**config.mk**
```make
export PLATFORM = sky130hd
export DESIGN_NAME = hilbert_index_to_xy
export DESIGN_NICKNAME = d
export VERILOG_FILES = /design/src/rtl/hilb_pkg.sv /design/src/rtl/hilb_stage.sv /design/src/rtl/hilbert_index_to_xy.sv
export SDC_FILE = /design/constraint.sdc
export NUM_CORES = 1
export LEC_CHECK = 0
export BUFFER_PORTS_ARGS = -buffer_cell sky130_fd_sc_hd__buf_2
export CORE_MARGIN = 2
export CORE_UTILIZATION = 51
export CTS_CLUSTER_SIZE = 30
export DETAILED_ROUTE_END_ITERATION = 6
export PLACE_DENSITY = 0.69
export SLEW_MARGIN = 20
export SYNTH_ARGS = -nofsm -noshare
export SYNTH_HDL_FRONTEND = slang
export SYNTH_SLANG_ARGS = --single-unit
```
**constraint.sdc**
```tcl
create_clock -name clock -period 4.4 [get_ports clock]
set_input_delay 1.32 -clock clock [delete_from_list [all_inputs] [get_ports clock]]
set_output_delay 1.32 -clock clock [all_outputs]
set_load 0.01 [all_outputs]
```
**src/rtl/hilb_pkg.sv**
```systemverilog
// ----------------------------------------------------------------------------
// hilb_pkg - shared constants for the Hilbert index to grid mapper
// Field widths, pipeline partitioning and the per-level quadrant codes.
// ----------------------------------------------------------------------------
`default_nettype none

package hilb_pkg;

   // default deepest curve order supported by the pipeline
   localparam int DEFAULT_MAX_ORDER = 16;

   // recursion levels evaluated between two pipeline registers
   localparam int LEVELS_PER_STAGE = 4;

   // never fewer register stages than this
   localparam int MIN_STAGES = 3;

   localparam int CSR_WIDTH   = 5;
   localparam int INDEX_WIDTH = 32;
   localparam int COORD_WIDTH = 16;

   // quadrant codes taken from one pair of index bits
   localparam logic [1:0] QUAD_SWAP    = 2'd0;
   localparam logic [1:0] QUAD_UP      = 2'd1;
   localparam logic [1:0] QUAD_DIAG    = 2'd2;
   localparam logic [1:0] QUAD_REFLECT = 2'd3;

endpackage : hilb_pkg

`default_nettype wire

```
**src/rtl/hilb_stage.sv**
```systemverilog
// ----------------------------------------------------------------------------
// hilb_stage - one register stage of the Hilbert mapping pipeline
// Applies up to LEVELS_PER_STAGE recursion levels starting at FIRST_LEVEL,
// then registers the point together with its valid bit.
// ----------------------------------------------------------------------------
`default_nettype none

module hilb_stage
   import hilb_pkg::*;
#(
   parameter int MAX_ORDER   = DEFAULT_MAX_ORDER,
   parameter int FIRST_LEVEL = 0,
   parameter int CW          = MAX_ORDER,
   parameter int IW          = 2 * MAX_ORDER,
   parameter int OW          = $clog2(MAX_ORDER + 1)
) (
   input  wire logic          clock,
   input  wire logic          reset,
   input  wire logic          in_valid,
   output logic               in_ready,
   input  wire logic [CW-1:0] in_x,
   input  wire logic [CW-1:0] in_y,
   input  wire logic [IW-1:0] in_idx,
   input  wire logic [OW-1:0] in_ord,
   output logic               out_valid,
   input  wire logic          out_ready,
   output logic [CW-1:0]      out_x,
   output logic [CW-1:0]      out_y,
   output logic [IW-1:0]      out_idx,
   output logic [OW-1:0]      out_ord
);

   logic          valid_ff;
   logic [CW-1:0] x_ff, y_ff;
   logic [IW-1:0] idx_ff;
   logic [OW-1:0] ord_ff;
   logic [CW-1:0] x_in, y_in;
   logic          load;

   logic [CW-1:0] xs [LEVELS_PER_STAGE+1];
   logic [CW-1:0] ys [LEVELS_PER_STAGE+1];

   assign xs[0] = in_x;
   assign ys[0] = in_y;

   for (genvar j = 0; j < LEVELS_PER_STAGE; j++) begin : g_level
      localparam int L = FIRST_LEVEL + j;
      if (L == 0) begin : g_base
         // U pattern: (0,0) (0,1) (1,1) (1,0)
         assign xs[j+1] = CW'(in_idx[1]);
         assign ys[j+1] = CW'(in_idx[1] ^ in_idx[0]);
      end else if (L < MAX_ORDER) begin : g_step
         localparam logic [CW-1:0] HALF = CW'(1) << L;
         localparam logic [CW-1:0] LOW  = HALF - CW'(1);
         logic [1:0] quad;
         assign quad = in_idx[2*L+1 -: 2];
         always_comb begin
            xs[j+1] = xs[j];
            ys[j+1] = ys[j];
            if (in_ord > OW'(L)) begin
               unique case (quad)
                  QUAD_SWAP: begin
                     xs[j+1] = ys[j];
                     ys[j+1] = xs[j];
                  end
                  QUAD_UP: begin
                     ys[j+1] = ys[j] | HALF;
                  end
                  QUAD_DIAG: begin
                     xs[j+1] = xs[j] | HALF;
                     ys[j+1] = ys[j] | HALF;
                  end
                  QUAD_REFLECT: begin
                     // point sits below HALF, so half-1-v is a masked complement
                     xs[j+1] = (~ys[j] & LOW) | HALF;
                     ys[j+1] = ~xs[j] & LOW;
                  end
               endcase
            end
         end
      end else begin : g_pass
         assign xs[j+1] = xs[j];
         assign ys[j+1] = ys[j];
      end
   end

   assign x_in = xs[LEVELS_PER_STAGE];
   assign y_in = ys[LEVELS_PER_STAGE];

   assign in_ready = !valid_ff || out_ready;
   assign load     = in_valid && in_ready;

   always_ff @(posedge clock) begin
      if (reset) begin
         valid_ff <= 1'b0;
      end else if (load) begin
         valid_ff <= 1'b1;
      end else if (out_ready) begin
         valid_ff <= 1'b0;
      end
   end

   always_ff @(posedge clock) begin
      if (load) begin
         x_ff   <= x_in;
         y_ff   <= y_in;
         idx_ff <= in_idx;
         ord_ff <= in_ord;
      end
   end

   assign out_valid = valid_ff;
   assign out_x     = x_ff;
   assign out_y     = y_ff;
   assign out_idx   = idx_ff;
   assign out_ord   = ord_ff;

endmodule : hilb_stage

`default_nettype wire

```
**src/rtl/hilbert_index_to_xy.sv**
```systemverilog
// ----------------------------------------------------------------------------
// hilbert_index_to_xy - Hilbert curve position to grid cell
// Pipelined mapping of a curve index to (x, y) for a programmable order.
//
//   channel  direction  handshake            payload
//   req      in         req_valid/req_stall  req_curve_index[31:0]
//   rsp      out        rsp_valid/rsp_stall  rsp_grid_x[15:0], rsp_grid_y[15:0]
//   csr      in         csr_wr_en            csr_wr_data[4:0] (curve order)
//
// One index accepted per cycle while rsp is not stalled; NUM_STAGES register
// stages, four recursion levels per stage (4 stages when MAX_ORDER is 16).
// Synchronous reset empties the pipeline and sets the order to 1; inputs
// are stalled while reset is high.
// A stall on rsp backs up stage by stage; bubbles are squeezed out.
// ----------------------------------------------------------------------------
`default_nettype none

module hilbert_index_to_xy
   import hilb_pkg::*;
#(
   parameter int MAX_ORDER = DEFAULT_MAX_ORDER
) (
   input  wire logic                   clock,
   input  wire logic                   reset,
   input  wire logic                   req_valid,
   output logic                        req_stall,
   input  wire logic [INDEX_WIDTH-1:0] req_curve_index,
   output logic                        rsp_valid,
   input  wire logic                   rsp_stall,
   output logic [COORD_WIDTH-1:0]      rsp_grid_x,
   output logic [COORD_WIDTH-1:0]      rsp_grid_y,
   input  wire logic                   csr_wr_en,
   input  wire logic [CSR_WIDTH-1:0]   csr_wr_data
);

   localparam int CW = MAX_ORDER;
   localparam int IW = 2 * MAX_ORDER;
   localparam int OW = $clog2(MAX_ORDER + 1);
   localparam int STAGES_NEEDED = (MAX_ORDER + LEVELS_PER_STAGE - 1) / LEVELS_PER_STAGE;
   localparam int NUM_STAGES = (STAGES_NEEDED > MIN_STAGES) ? STAGES_NEEDED : MIN_STAGES;

   // effective order, clamped at write time
   logic [OW-1:0] ord_ff, ord_in;

   always_comb begin
      priority if (csr_wr_data == '0) begin
         ord_in = OW'(1);
      end else if ({1'b0, csr_wr_data} > (CSR_WIDTH+1)'(MAX_ORDER)) begin
         ord_in = OW'(MAX_ORDER);
      end else begin
         ord_in = OW'(csr_wr_data);
      end
   end

   always_ff @(posedge clock) begin
      if (reset) begin
         ord_ff <= OW'(1);
      end else if (csr_wr_en) begin
         ord_ff <= ord_in;
      end
   end

   logic          v   [NUM_STAGES+1];
   logic          rdy [NUM_STAGES+1];
   logic [CW-1:0] px  [NUM_STAGES+1];
   logic [CW-1:0] py  [NUM_STAGES+1];
   logic [IW-1:0] pidx[NUM_STAGES+1];
   logic [OW-1:0] pord[NUM_STAGES+1];
   logic [NUM_STAGES-1:0] valid_vec;

   assign v[0]    = req_valid && !reset;
   assign px[0]   = '0;
   assign py[0]   = '0;
   assign pidx[0] = IW'({{IW{1'b0}}, req_curve_index});
   assign pord[0] = ord_ff;

   for (genvar s = 0; s < NUM_STAGES; s++) begin : g_stage
      hilb_stage #(
         .MAX_ORDER   (MAX_ORDER),
         .FIRST_LEVEL (s * LEVELS_PER_STAGE),
         .CW          (CW),
         .IW          (IW),
         .OW          (OW)
      ) u_stage (
         .clock     (clock),
         .reset     (reset),
         .in_valid  (v[s]),
         .in_ready  (rdy[s]),
         .in_x      (px[s]),
         .in_y      (py[s]),
         .in_idx    (pidx[s]),
         .in_ord    (pord[s]),
         .out_valid (v[s+1]),
         .out_ready (rdy[s+1]),
         .out_x     (px[s+1]),
         .out_y     (py[s+1]),
         .out_idx   (pidx[s+1]),
         .out_ord   (pord[s+1])
      );
      assign valid_vec[s] = v[s+1];
   end

   assign rdy[NUM_STAGES] = !rsp_stall;
   assign req_stall       = reset || !rdy[0];

   assign rsp_valid  = v[NUM_STAGES];
   assign rsp_grid_x = COORD_WIDTH'({{COORD_WIDTH{1'b0}}, px[NUM_STAGES]});
   assign rsp_grid_y = COORD_WIDTH'({{COORD_WIDTH{1'b0}}, py[NUM_STAGES]});

   // ---- assertions ----
   logic req_xfer, rsp_xfer;
   assign req_xfer = req_valid && !req_stall;
   assign rsp_xfer = rsp_valid && !rsp_stall;

   // occupancy rises by one when a transfer enters and none leaves
   a_occ_up: assert property (@(posedge clock) disable iff (reset)
      (req_xfer && !rsp_xfer) |=>
         $countones(valid_vec) == $past($countones(valid_vec)) + 1)
      else $error("pipeline lost or invented an item on entry");

   // occupancy falls by one when a transfer leaves and none enters
   a_occ_down: assert property (@(posedge clock) disable iff (reset)
      (!req_xfer && rsp_xfer) |=>
         $countones(valid_vec) == $past($countones(valid_vec)) - 1)
      else $error("pipeline lost or repeated an item on exit");

   // occupancy holds when transfers balance
   a_occ_hold: assert property (@(posedge clock) disable iff (reset)
      (req_xfer == rsp_xfer) |=> $countones(valid_vec) == $past($countones(valid_vec)))
      else $error("pipeline occupancy changed without a transfer");

   // a free output never backs up into the input
   a_no_false_stall: assert property (@(posedge clock) disable iff (reset)
      !rsp_stall |-> !req_stall)
      else $error("input stalled while output is free");

endmodule : hilbert_index_to_xy

`default_nettype wire

```
---- Yosys cells after proc, flatten, opt, wreduce, memory -nomap -nowiden ----
Cells that the tools add are included.
cells by class
  magnitude comparators ................... 16
  eq/ne operators ......................... 46
  reductions and logical operators ........ 51
  bitwise gates (word level) .............. 31
  muxes and demuxes ....................... 70
operator list
  operator                                                        number
  case mux 16 bit (3 select lines)                                30
  2-to-1 mux 16 bit                                               30
  equality test 2 bit (second input constant)                     30
  greater-than comparator 5 x 4 -> 1 bit (second input constant)  8
  equality test 2 x 1 -> 1 bit (second input constant)            15
  zero test 2 bit                                                 15
  NOT 15 bit                                                      2
  OR reduction 2 bit                                              15
  NOT 14 bit                                                      2
  NOT 13 bit                                                      2
  NOT 12 bit                                                      2
  NOT 11 bit                                                      2
  greater-than comparator 5 x 3 -> 1 bit (second input constant)  4
  NOT 10 bit                                                      2
  NOT 9 bit                                                       2
  NOT 8 bit                                                       2
  NOT 7 bit                                                       2
  NOT 6 bit                                                       2
  greater-than comparator 5 x 2 -> 1 bit (second input constant)  2
  2-to-1 mux 5 bit                                                2
  NOT 5 bit                                                       2
  2-to-1 mux 1 bit                                                8
  NOT 4 bit                                                       2
  zero test 1 bit                                                 7
  other kinds (11)                                                24
word-level totals
  input bits .............................. 42
  logic and storage cells ................. 233
  flip-flop bits (word level) ............. 248

---- Logic depth before layout (Yosys ltp) ----
Gate-level depths: netlist (run 1).
  depth after elaboration ................. 13
  gate-level depth with buffers ........... 11
  depth with buffers taken out ............ 10

---- Cells and area by module ----
A second synthesis (run 1) with hierarchy kept.
second synthesis, totals
  cell total of the unflattened synthesis .. 1715
  area total of the unflattened synthesis .. 18011.0 sq um
modules (own cells, without submodules)
  module                           area each (sq um)  times used  cells each  seq. area each (sq um)
  hilb_stage (g_stage[3].u_stage)  5796.8             1           568         2092.0
  hilb_stage (g_stage[2].u_stage)  5435.2             1           568         2092.0
  hilb_stage (g_stage[1].u_stage)  4312.9             1           388         2092.0
  hilb_stage (g_stage[0].u_stage)  2262.2             1           168         1371.3
  hilbert_index_to_xy              203.9              1           23          100.1

---- Worst setup path after synthesis (run 1) ----
Ideal clock, no wire load.
  path type ............................... in2reg
  from .................................... input rsp_stall
  to ...................................... register g_stage[3].u_stage.x_ff[0], enable pin
  data arrival time ....................... 3.697 ns
  required time ........................... 3.930 ns
  buffers on the path ..................... 0
  stages on the path ...................... 1
  setup time .............................. 0.470 ns
  slack ................................... 0.233 ns
  cell sequence ........................... a21boi_0
between the ends
  longest elaborated chain between the ends .. 3
ends and longest elaborated chain
  what                  line                       text
  start, declared       hilbert_index_to_xy.sv:29  input wire logic rsp_stall,
  zero test 1 bit       -
  logical OR 1 bit      hilb_stage.sv:90           assign in_ready = !valid_ff || out_ready;
  logical AND 1 bit     hilb_stage.sv:91           assign load = in_valid && in_ready;
  end signal, assigned  hilb_stage.sv:105          x_ff <= x_in;
  end, declared         hilb_stage.sv:34           logic [CW-1:0] x_ff, y_ff;
No other way between the ends.
A chain may end at the register's enable or synchronous reset.

---- Worst setup path after layout (run 1) ----
  from .................................... input rsp_stall
  to ...................................... output req_stall
between the ends
  longest elaborated chain between the ends .. 7
ends and longest elaborated chain
  what                           line                        text
  zero test 1 bit                -
  logical OR 1 bit (4 in a row)  hilb_stage.sv:90
  zero test 1 bit                hilbert_index_to_xy.sv:104  assign req_stall = reset || !rdy[0];
  logical OR 1 bit               hilbert_index_to_xy.sv:104
  end, declared                  hilbert_index_to_xy.sv:26   output logic req_stall,
No other way between the ends.

==> results of run 1 <==
placed cells by master, fill, tap and decap left out, types with 14 or more instances in the layout:
master,instances
nor3b_1,14
nor2_1,84
edfxtp_1,143
a211oi_2,17
a221oi_1,16
a21o_1,19
mux2_2,20
and3b_1,15
buf_2,75
inv_1,47
a31oi_1,18
a21oi_1,47
and3_1,19
clkbuf_16,17
mux2i_1,105
ha_1,63
a221o_1,22
nor3_1,25
nand2_1,135
a22o_1,18
a21boi_0,14
o21ai_0,41
and2_1,27
or3_1,16
a211oi_1,18
a22oi_1,23
o22ai_1,47
o31ai_1,18
where the power goes:
group / internal, mW / switching (mW)
registers: 1.66 / 0.0461
clock network: 0.838 / 0.611
logic: 0.259 / 0.385
logic make-up (layout without fill, tap and decap cells):
group / Yosys count / after routing
compound gates: 408 / 408
simple gates: 399 / 399
flops: 152 / 152
buf+inv: 130 / 169
mux: 125 / 125
fa+ha+maj: 63 / 63
final timing paths:
| kind | cells past startpoint | from | to | slack [ps] |
|---|---|---|---|---|
| worst min register to register | 0 | g_stage[1].u_stage.out_idx[26]$_DFFE_PP_ | g_stage[2].u_stage.out_idx[26]$_DFFE_PP_ | 420 |
| worst min-delay path | 0 | g_stage[1].u_stage.out_idx[26]$_DFFE_PP_ | g_stage[2].u_stage.out_idx[26]$_DFFE_PP_ | 420 |
| worst max register to register | 11 | g_stage[2].u_stage.out_idx[24]$_DFFE_PP_ | g_stage[3].u_stage.out_x[0]$_DFFE_PP_ | 1030 |
| worst max-delay path | 5 | rsp_stall | req_stall | 870 |
registers in the layout, indices dropped and copies added, names as in the netlist:
signal,flops
g_stage.u_stage.out_x,40
g_stage.u_stage.out_y,40
g_stage.u_stage.out_idx,48
g_stage.u_stage.out_valid,4
ord_ff,5
g_stage.u_stage.out_ord,15
area by class of cell:
cell class	instances	area, sq um
Fill cell	2108	10120
Multi-Input combinational cell	995	7106
Sequential cell	152	4474
Timing Repair Buffer	88	473.0
Clock buffer	18	429.2
Tap cell	319	399.1
Inverter	49	183.9
Clock inverter	14	145.1
layer usage:
layer,track usage,wire (microns),vias up
met1,0.3164,12880,4955
li1,-,-,4954
met2,0.3932,14410,351
met4,0.07229,593,0
met3,0.03860,1457,42
met5,0,0,-
==> flow_summary.toml, run 1 <==
[synth]
syn_nets = 1382
yosysWarnings = 0
synth_top_family_by_area = "compound AO/OA/AOI/OAI gates"
ys_seq_area_frac = 0.3704
synthMuxAreaShare = 0.1056
synthTopCellsByCount = "edfxtp_1, nand2_1, mux2i_1, nor2_1"
ys_ff_latch = 152
yosysMostFrequentCell = "edfxtp_1"
netlist_instances = 1277
netlist.area_leader.share = 0.3555
synthTopCellsByArea = "edfxtp_1, mux2i_1, ha_1, nand2_1, nor2_1"
synthFlopType = "edfxtp_1"
synthesis.area_sq_um = 12080
synth_edf_count = 143
ys_types = 71
yosys.area.top_type = "edfxtp_1"
synthArstFlopShare = 0
synthAdderAreaFrac = 0.06525
yosys.area_share.simple = 0.1675
syn_avg_cell_area_sq_um = 9.460
synth_compound_area_frac = 0.2483
synth_xor_area_frac = 0

[floorplanning]
dieHeight_microns = 157.9
die_x_microns = 157.9
fp.coreArea_sq_um = 23330
rows = 56
die_area_sq_um = 24930
io_pins = 76
initial_core_util = 0.5177

[cells_and_area]
utilization = 0.5662
area_growth_pct = 9.353
fin_cells = 1635
nNetsFinal = 1408
fin_area_sq_um = 13210
insertedDiodeCount = 0
drive_gt1_frac = 0.1345

[routing]
antenna_left = 0
post_drt_via_cell_ratio = 6.301
dr.pass1.iters = 5
drt_iter0_markers = 959
routed_wl_microns = 29340
dr_total_vias = 10300
wl_per_cell_microns = 17.95
drc = 0

[timing]
period_share = 0.8017
holdWs_ps = 418.3
slew-limit-headroom = 0.2414
worstMarginPinSlew_ps = 1134
setup-violations-final = 0
hold_viol_final = 0
slew_viol_final = 0
setup_ws_ps = 872.7
tns_ps = 0
rsz0062_at_grt = "no"
timing.fmax_mhz = 283.5
finClkSkew_ps = 17.99
period_needed_ps = 3527

[worst_setup_path]
end_kind = "output port"
crit_path_max_fanout = 4
worstPathRequired_ps = 3080
path_buf_inv = 2
slowest_stage = "nor2_1"
worstPathCellList = "buf_2 -> nand3_1 -> nor2_1 -> a21o_1 -> buf_2"
crit_path_start_kind = "input pin"
slowest_delay_ps = 300
crit_family = "simple AND/OR/NAND/NOR gates"
worstPathArrival_ps = 2210
cp_common_cell = "buf_2"
crit_type = "input pin to output port"

[global_route]
grt-ovfl-total = 0
grt_pass1_wl_microns = 47380
antenna_found_initial = 0
grt_usage = 0.2363
grt_max_degree = 38
grt_pass1_vias = 9500

[placement]
portBuffers = 75
post_dp_cell_area_sq_um = 12640
gp_congestion = 0.9029
hpwl_microns = 21490
dp_cells = 1603
post-place-ws_ps = 770.5

[job]
maxCapViolCount = 0

[clocking]
cts-root-buf = "clkbuf_16"
cts_hold_buffers = 0
cts.sinks = 152
clock_latency_ps = 430
tritoncts = "done"
clock_path_buffers = 2
cts_buffers = 17
cts-resized-gates = 0
htree_levels = 4
clk_pin_slew_worst_paths_ps = 60
post_cts_buffers = 0

[power_and_ir_drop]
powerDensity_nw_per_um2 = 287.6
p_leak_nw = 5.503
power.total_mw = 3.799
ir_worst_vdd_mv = 0.2636

[min_path]
hp-class = "flip-flop to flip-flop"

[status]
status = "finished, final reports clean"
(Power assumes the default switching activity.)
==> run 2, diff against run 1 <==
==> constraint.sdc (replaced) <==
create_clock -name clock -period 3.6 [get_ports clock]
set_input_delay 1.08 -clock clock [delete_from_list [all_inputs] [get_ports clock]]
set_output_delay 1.08 -clock clock [all_outputs]
set_load 0.01 [all_outputs]
==> flow_summary.toml, run 2 (synthesis results as in run 1) <==
[status]
status = "complete, but fails checks"
violations = "DRC"

[power_and_ir_drop]
ir_worst_vdd_mv = 0.3046
powerDensity_nw_per_um2 = 362.2
power.total_mw = 4.837
power.share.sequential = 0.431
internal_power_mw = 3.554
comb_power_share = 0.164
p_switching_mw = 1.283
swShare = 0.2652
p_leak_nw = 5.577
power.share.clock = 0.405

[timing]
timing.fmax_mhz = 319.2
worstMarginPinSlew_ps = 975.8
period_needed_ps = 3133
slew_viol_final = 0
tns_ps = 0
period_share = 0.8703
rsz0062_at_grt = "no"
hold_viol_final = 0
slew-limit-headroom = 0.3471
finClkSkew_ps = 19.71
setup-violations-final = 0

[routing]
drt_iter0_markers = 872
post_drt_via_cell_ratio = 6.210
dr_total_vias = 10200
dr.pass1.iters = 7
wl_per_cell_microns = 18.07
drc = 1
routed_wl_microns = 29680
antenna_left = 0

[cells_and_area]
fillers = 2019
largest_reg_flops = 48
utilization = 0.5723
final_cell_mix = "edfxtp_1, nand2_1, mux2i_1"
drive_gt1_frac = 0.1435
final_common_cell = "edfxtp_1"
regArea_sq_um = 4474
insertedDiodeCount = 0
area_growth_pct = 10.54
nNetsFinal = 1416
multi_input_area_sq_um = 7111

[worst_setup_path]
path_buf_inv = 0
crit_type = "flip-flop to flip-flop"
slowest_stage = "nor2_1"
crit_family = "compound AO/OA/AOI/OAI gates"
crit_path_max_fanout = 18
end_kind = "flip-flop"
crit_path_start_kind = "flip-flop"
worstPathArrival_ps = 3300
worstPathCellList = "a31o_2 -> nand2_1 -> nor2_1 -> mux2i_1 -> and3_1 -> a211oi_1 -> nor3_1 -> a221o_1"
slowest_delay_ps = 610
startpoint = "g_stage[2].u_stage.out_ord[1]$_DFFE_PP_"
reg2reg_from = "g_stage[2].u_stage.out_ord[1]$_DFFE_PP_"
worstPathRequired_ps = 3760

[placement]
hpwl_microns = 21590
gp_congestion = 0.9016
portBuffers = 75

[clocking]
tritoncts = "done"
cts-root-buf = "clkbuf_16"
clock_path_buffers = 2
clock_latency_ps = 420
clk_pin_slew_worst_paths_ps = 60
cts_buffers = 17
cts.sinks = 152
htree_levels = 4

[job]
maxCapViolCount = 0

[global_route]
grt_usage = 0.2380
grt-ovfl-total = 0
grt_pass1_vias = 9503
antenna_found_initial = 0
grt_pass1_wl_microns = 47940
grt_max_degree = 38

[floorplanning]
fp.coreArea_sq_um = 23330
initial_core_util = 0.5177
dieHeight_microns = 157.9
rows = 56
io_pins = 76
die_x_microns = 157.9
die_area_sq_um = 24930

[min_path]
hp-start = "g_stage[1].u_stage.out_idx[25]$_DFFE_PP_"
hp-class = "flip-flop to flip-flop"
## run 2: final timing paths
kind | to | slack (ps) | cells after the start
hold reg to reg | g_stage[2].u_stage.out_idx[25]$_DFFE_PP_ | 420 | 0
hold / removal | g_stage[2].u_stage.out_idx[25]$_DFFE_PP_ | 420 | 0
setup / recovery | g_stage[3].u_stage.out_x[1]$_DFFE_PP_ | 470 | 8
setup reg to reg | g_stage[3].u_stage.out_x[1]$_DFFE_PP_ | 470 | 8
## run 2: power groups by stage
| stage | Combinational (mW) | Sequential, mW | Clock (mW) |
|---|---|---|---|
| 6_report | 0.791 | 2.09 | 1.96 |
| 5_1_grt | 0.871 | 2.09 | 2.07 |
| 4_1_cts | 0.782 | 2.08 | 2.00 |
| 3_5_place_dp | 0.778 | 2.12 | 0 |
| 3_3_place_gp | 0.767 | 2.12 | 0 |
| 2_1_floorplan | 0.591 | 2.11 | 0 |
## run 2: repair_timing
| action | in CTS | in global routing |
|---|---|---|
| setup endpoints to repair | 0 | 7 |
| resized for setup | 0 | 1 |
| setup buffers | 0 | 0 |
| hold buffers | 0 | 0 |
## run 2: layout make-up
type | count | share of cell area
clock buffer | 19 | 0.03317
clock inverter | 13 | 0.01574
inverter | 49 | 0.01377
multi-input combinational | 995 | 0.5325
sequential | 152 | 0.3350
tap | 319 | 0.02989
timing repair buffer | 96 | 0.03991
## run 2: worst reg2reg max path, stage by stage (launching register included)
cell and delay (ps):
edfxtp_1 440, a31o_2 460, nand2_1 140, nor2_1 610, mux2i_1 200, and3_1 240, a211oi_1 410, nor3_1 100
a221o_1 290
## run 2: through the flow
stage               setup WS (ps)  instances  hold WS, ps  area [sq um]
CTS                         264.7       1643        421.4         13350
global placement            362.8       1611        400.3         12700
finish                      467.1       1643        420.4         13350
floorplan                   120.3       1277        400.3         12080
global route                231.1       1643        425.4         13350
detailed placement          251.6       1611        405.4         12700
## run 2: metal layers
metal,vias to the layer above,routed length [microns],part of all wire,track usage
li1,4964,-,-,-
met1,4914,13540,0.46,0.3266
met2,298,14530,0.49,0.3975
met3,27,1249,0.042,0.03367
met4,0,361,0.012,0.05801
met5,-,0,0,0
==> run 3, diff against run 2 <==
==> constraint.sdc (replaced) <==
create_clock -name clock -period 3.2 [get_ports clock]
set_input_delay 0.96 -clock clock [delete_from_list [all_inputs] [get_ports clock]]
set_output_delay 0.96 -clock clock [all_outputs]
set_load 0.01 [all_outputs]
==> flow_summary.toml, run 3 (synthesis results as in run 1) <==
[cells_and_area]
final_common_cell = "edfxtp_1"
fin_cells = 1651
largest_reg_flops = 48
drive_gt1_frac = 0.1524
fin_area_sq_um = 13370
nNetsFinal = 1424
final_cell_mix = "edfxtp_1, nand2_1, mux2i_1"
insertedDiodeCount = 0
utilization = 0.5730
area_growth_pct = 10.68

[timing]
hold_viol_final = 0
slew-limit-headroom = 0.2639
worstMarginPinSlew_ps = 1100
setup-violations-final = 0
tns_ps = 0
slew_viol_final = 0
holdWs_ps = 418.8
finClkSkew_ps = 19.55
rsz0062_at_grt = "no"
setup_ws_ps = 154.5
period_needed_ps = 3046
timing.fmax_mhz = 328.3
period_share = 0.9517

[power_and_ir_drop]
comb_power_share = 0.172
swShare = 0.2743
p_switching_mw = 1.437
ir_worst_vdd_mv = 0.3300
power.total_mw = 5.238
power.share.clock = 0.380
powerDensity_nw_per_um2 = 391.8
internal_power_mw = 3.802
power.share.sequential = 0.448
p_leak_nw = 5.591

[placement]
post-place-ws_ps = 88.02
dp_cells = 1619
gp_congestion = 0.8727
hpwl_microns = 21830
post_dp_cell_area_sq_um = 12760
portBuffers = 75

[worst_setup_path]
worstPathRequired_ps = 3370
crit_path_max_fanout = 12
crit_path_start_kind = "flip-flop"
crit_type = "flip-flop to flip-flop"
end_kind = "flip-flop"
worstPathArrival_ps = 3210

[floorplanning]
initial_core_util = 0.5177
die_area_sq_um = 24930
fp.coreArea_sq_um = 23330
dieHeight_microns = 157.9
die_x_microns = 157.9
io_pins = 76
rows = 56

[routing]
drt_iter0_markers = 844
post_drt_via_cell_ratio = 6.279
routed_wl_microns = 30040
wl_per_cell_microns = 18.20
dr_total_vias = 10370
dr.pass1.iters = 6
drc = 0
antenna_left = 0

[global_route]
grt_max_degree = 38
grt_pass1_wl_microns = 48440
antenna_found_initial = 0
grt_usage = 0.2408
grt_pass1_vias = 9714
grt-ovfl-total = 0

[status]
status = "finished, final reports clean"

[clocking]
tritoncts = "done"
cts.sinks = 152
htree_levels = 4
post_cts_buffers = 0
clock_path_buffers = 2
cts_buffers = 17
cts-root-buf = "clkbuf_16"
clock_latency_ps = 430
clk_pin_slew_worst_paths_ps = 60

[min_path]
hp-class = "flip-flop to flip-flop"

[job]
maxCapViolCount = 0
## run 3: area by class of cell
cell class | count | area, sq um
inverters | 49 | 183.9
clock inverters | 14 | 146.4
well taps | 319 | 399.1
multi-input cells | 995 | 7144
fillers | 2066 | 9962
flip-flops and latches | 152 | 4474
repair buffers | 104 | 593.1
clock buffers | 18 | 429.2
## run 3: routing by layer
| layer | GRT usage | wire length [microns] | up-vias | part of all wire |
|---|---|---|---|---|
| li1 | - | - | 4977 | - |
| met1 | 0.3216 | 13400 | 5044 | 0.45 |
| met2 | 0.4085 | 14710 | 299 | 0.49 |
| met3 | 0.02956 | 1232 | 46 | 0.041 |
| met4 | 0.07446 | 697 | 0 | 0.023 |
| met5 | 0 | 0 | - | 0 |
## run 3: power by group through the flow
stage	Clock (mW)	Combinational, mW	Sequential (mW)
CTS	2.02	0.887	2.35
global placement	0	0.868	2.39
floorplan	0	0.665	2.37
finish	1.99	0.901	2.35
detailed placement	0	0.880	2.39
global route	2.10	0.989	2.36
## run 3: worst paths after layout
check,cells past startpoint,from,to,slack [ps]
worst max-delay path,10,g_stage[0].u_stage.out_idx[8]$_DFFE_PP_,g_stage[1].u_stage.out_y[0]$_DFFE_PP_,150
worst min-delay path,0,g_stage[0].u_stage.out_idx[26]$_DFFE_PP_,g_stage[1].u_stage.out_idx[26]$_DFFE_PP_,420
worst max register to register,10,g_stage[0].u_stage.out_idx[8]$_DFFE_PP_,g_stage[1].u_stage.out_y[0]$_DFFE_PP_,150
worst min register to register,0,g_stage[0].u_stage.out_idx[26]$_DFFE_PP_,g_stage[1].u_stage.out_idx[26]$_DFFE_PP_,420
## run 3: worst max-delay path: stages (launching register included)
cell      delay (ps)
edfxtp_1         430
inv_1            140
ha_1             400
and3b_1          230
a31oi_1          300
a22oi_1          110
a211oi_1         420
mux2i_1          140
a21oi_1          250
mux2i_1          290
nand2_1           90
## run 3: what timing repair did
action	CTS	global route
resized for setup	0	10
endpoints found under the setup margin	0	24
hold buffers	0	0
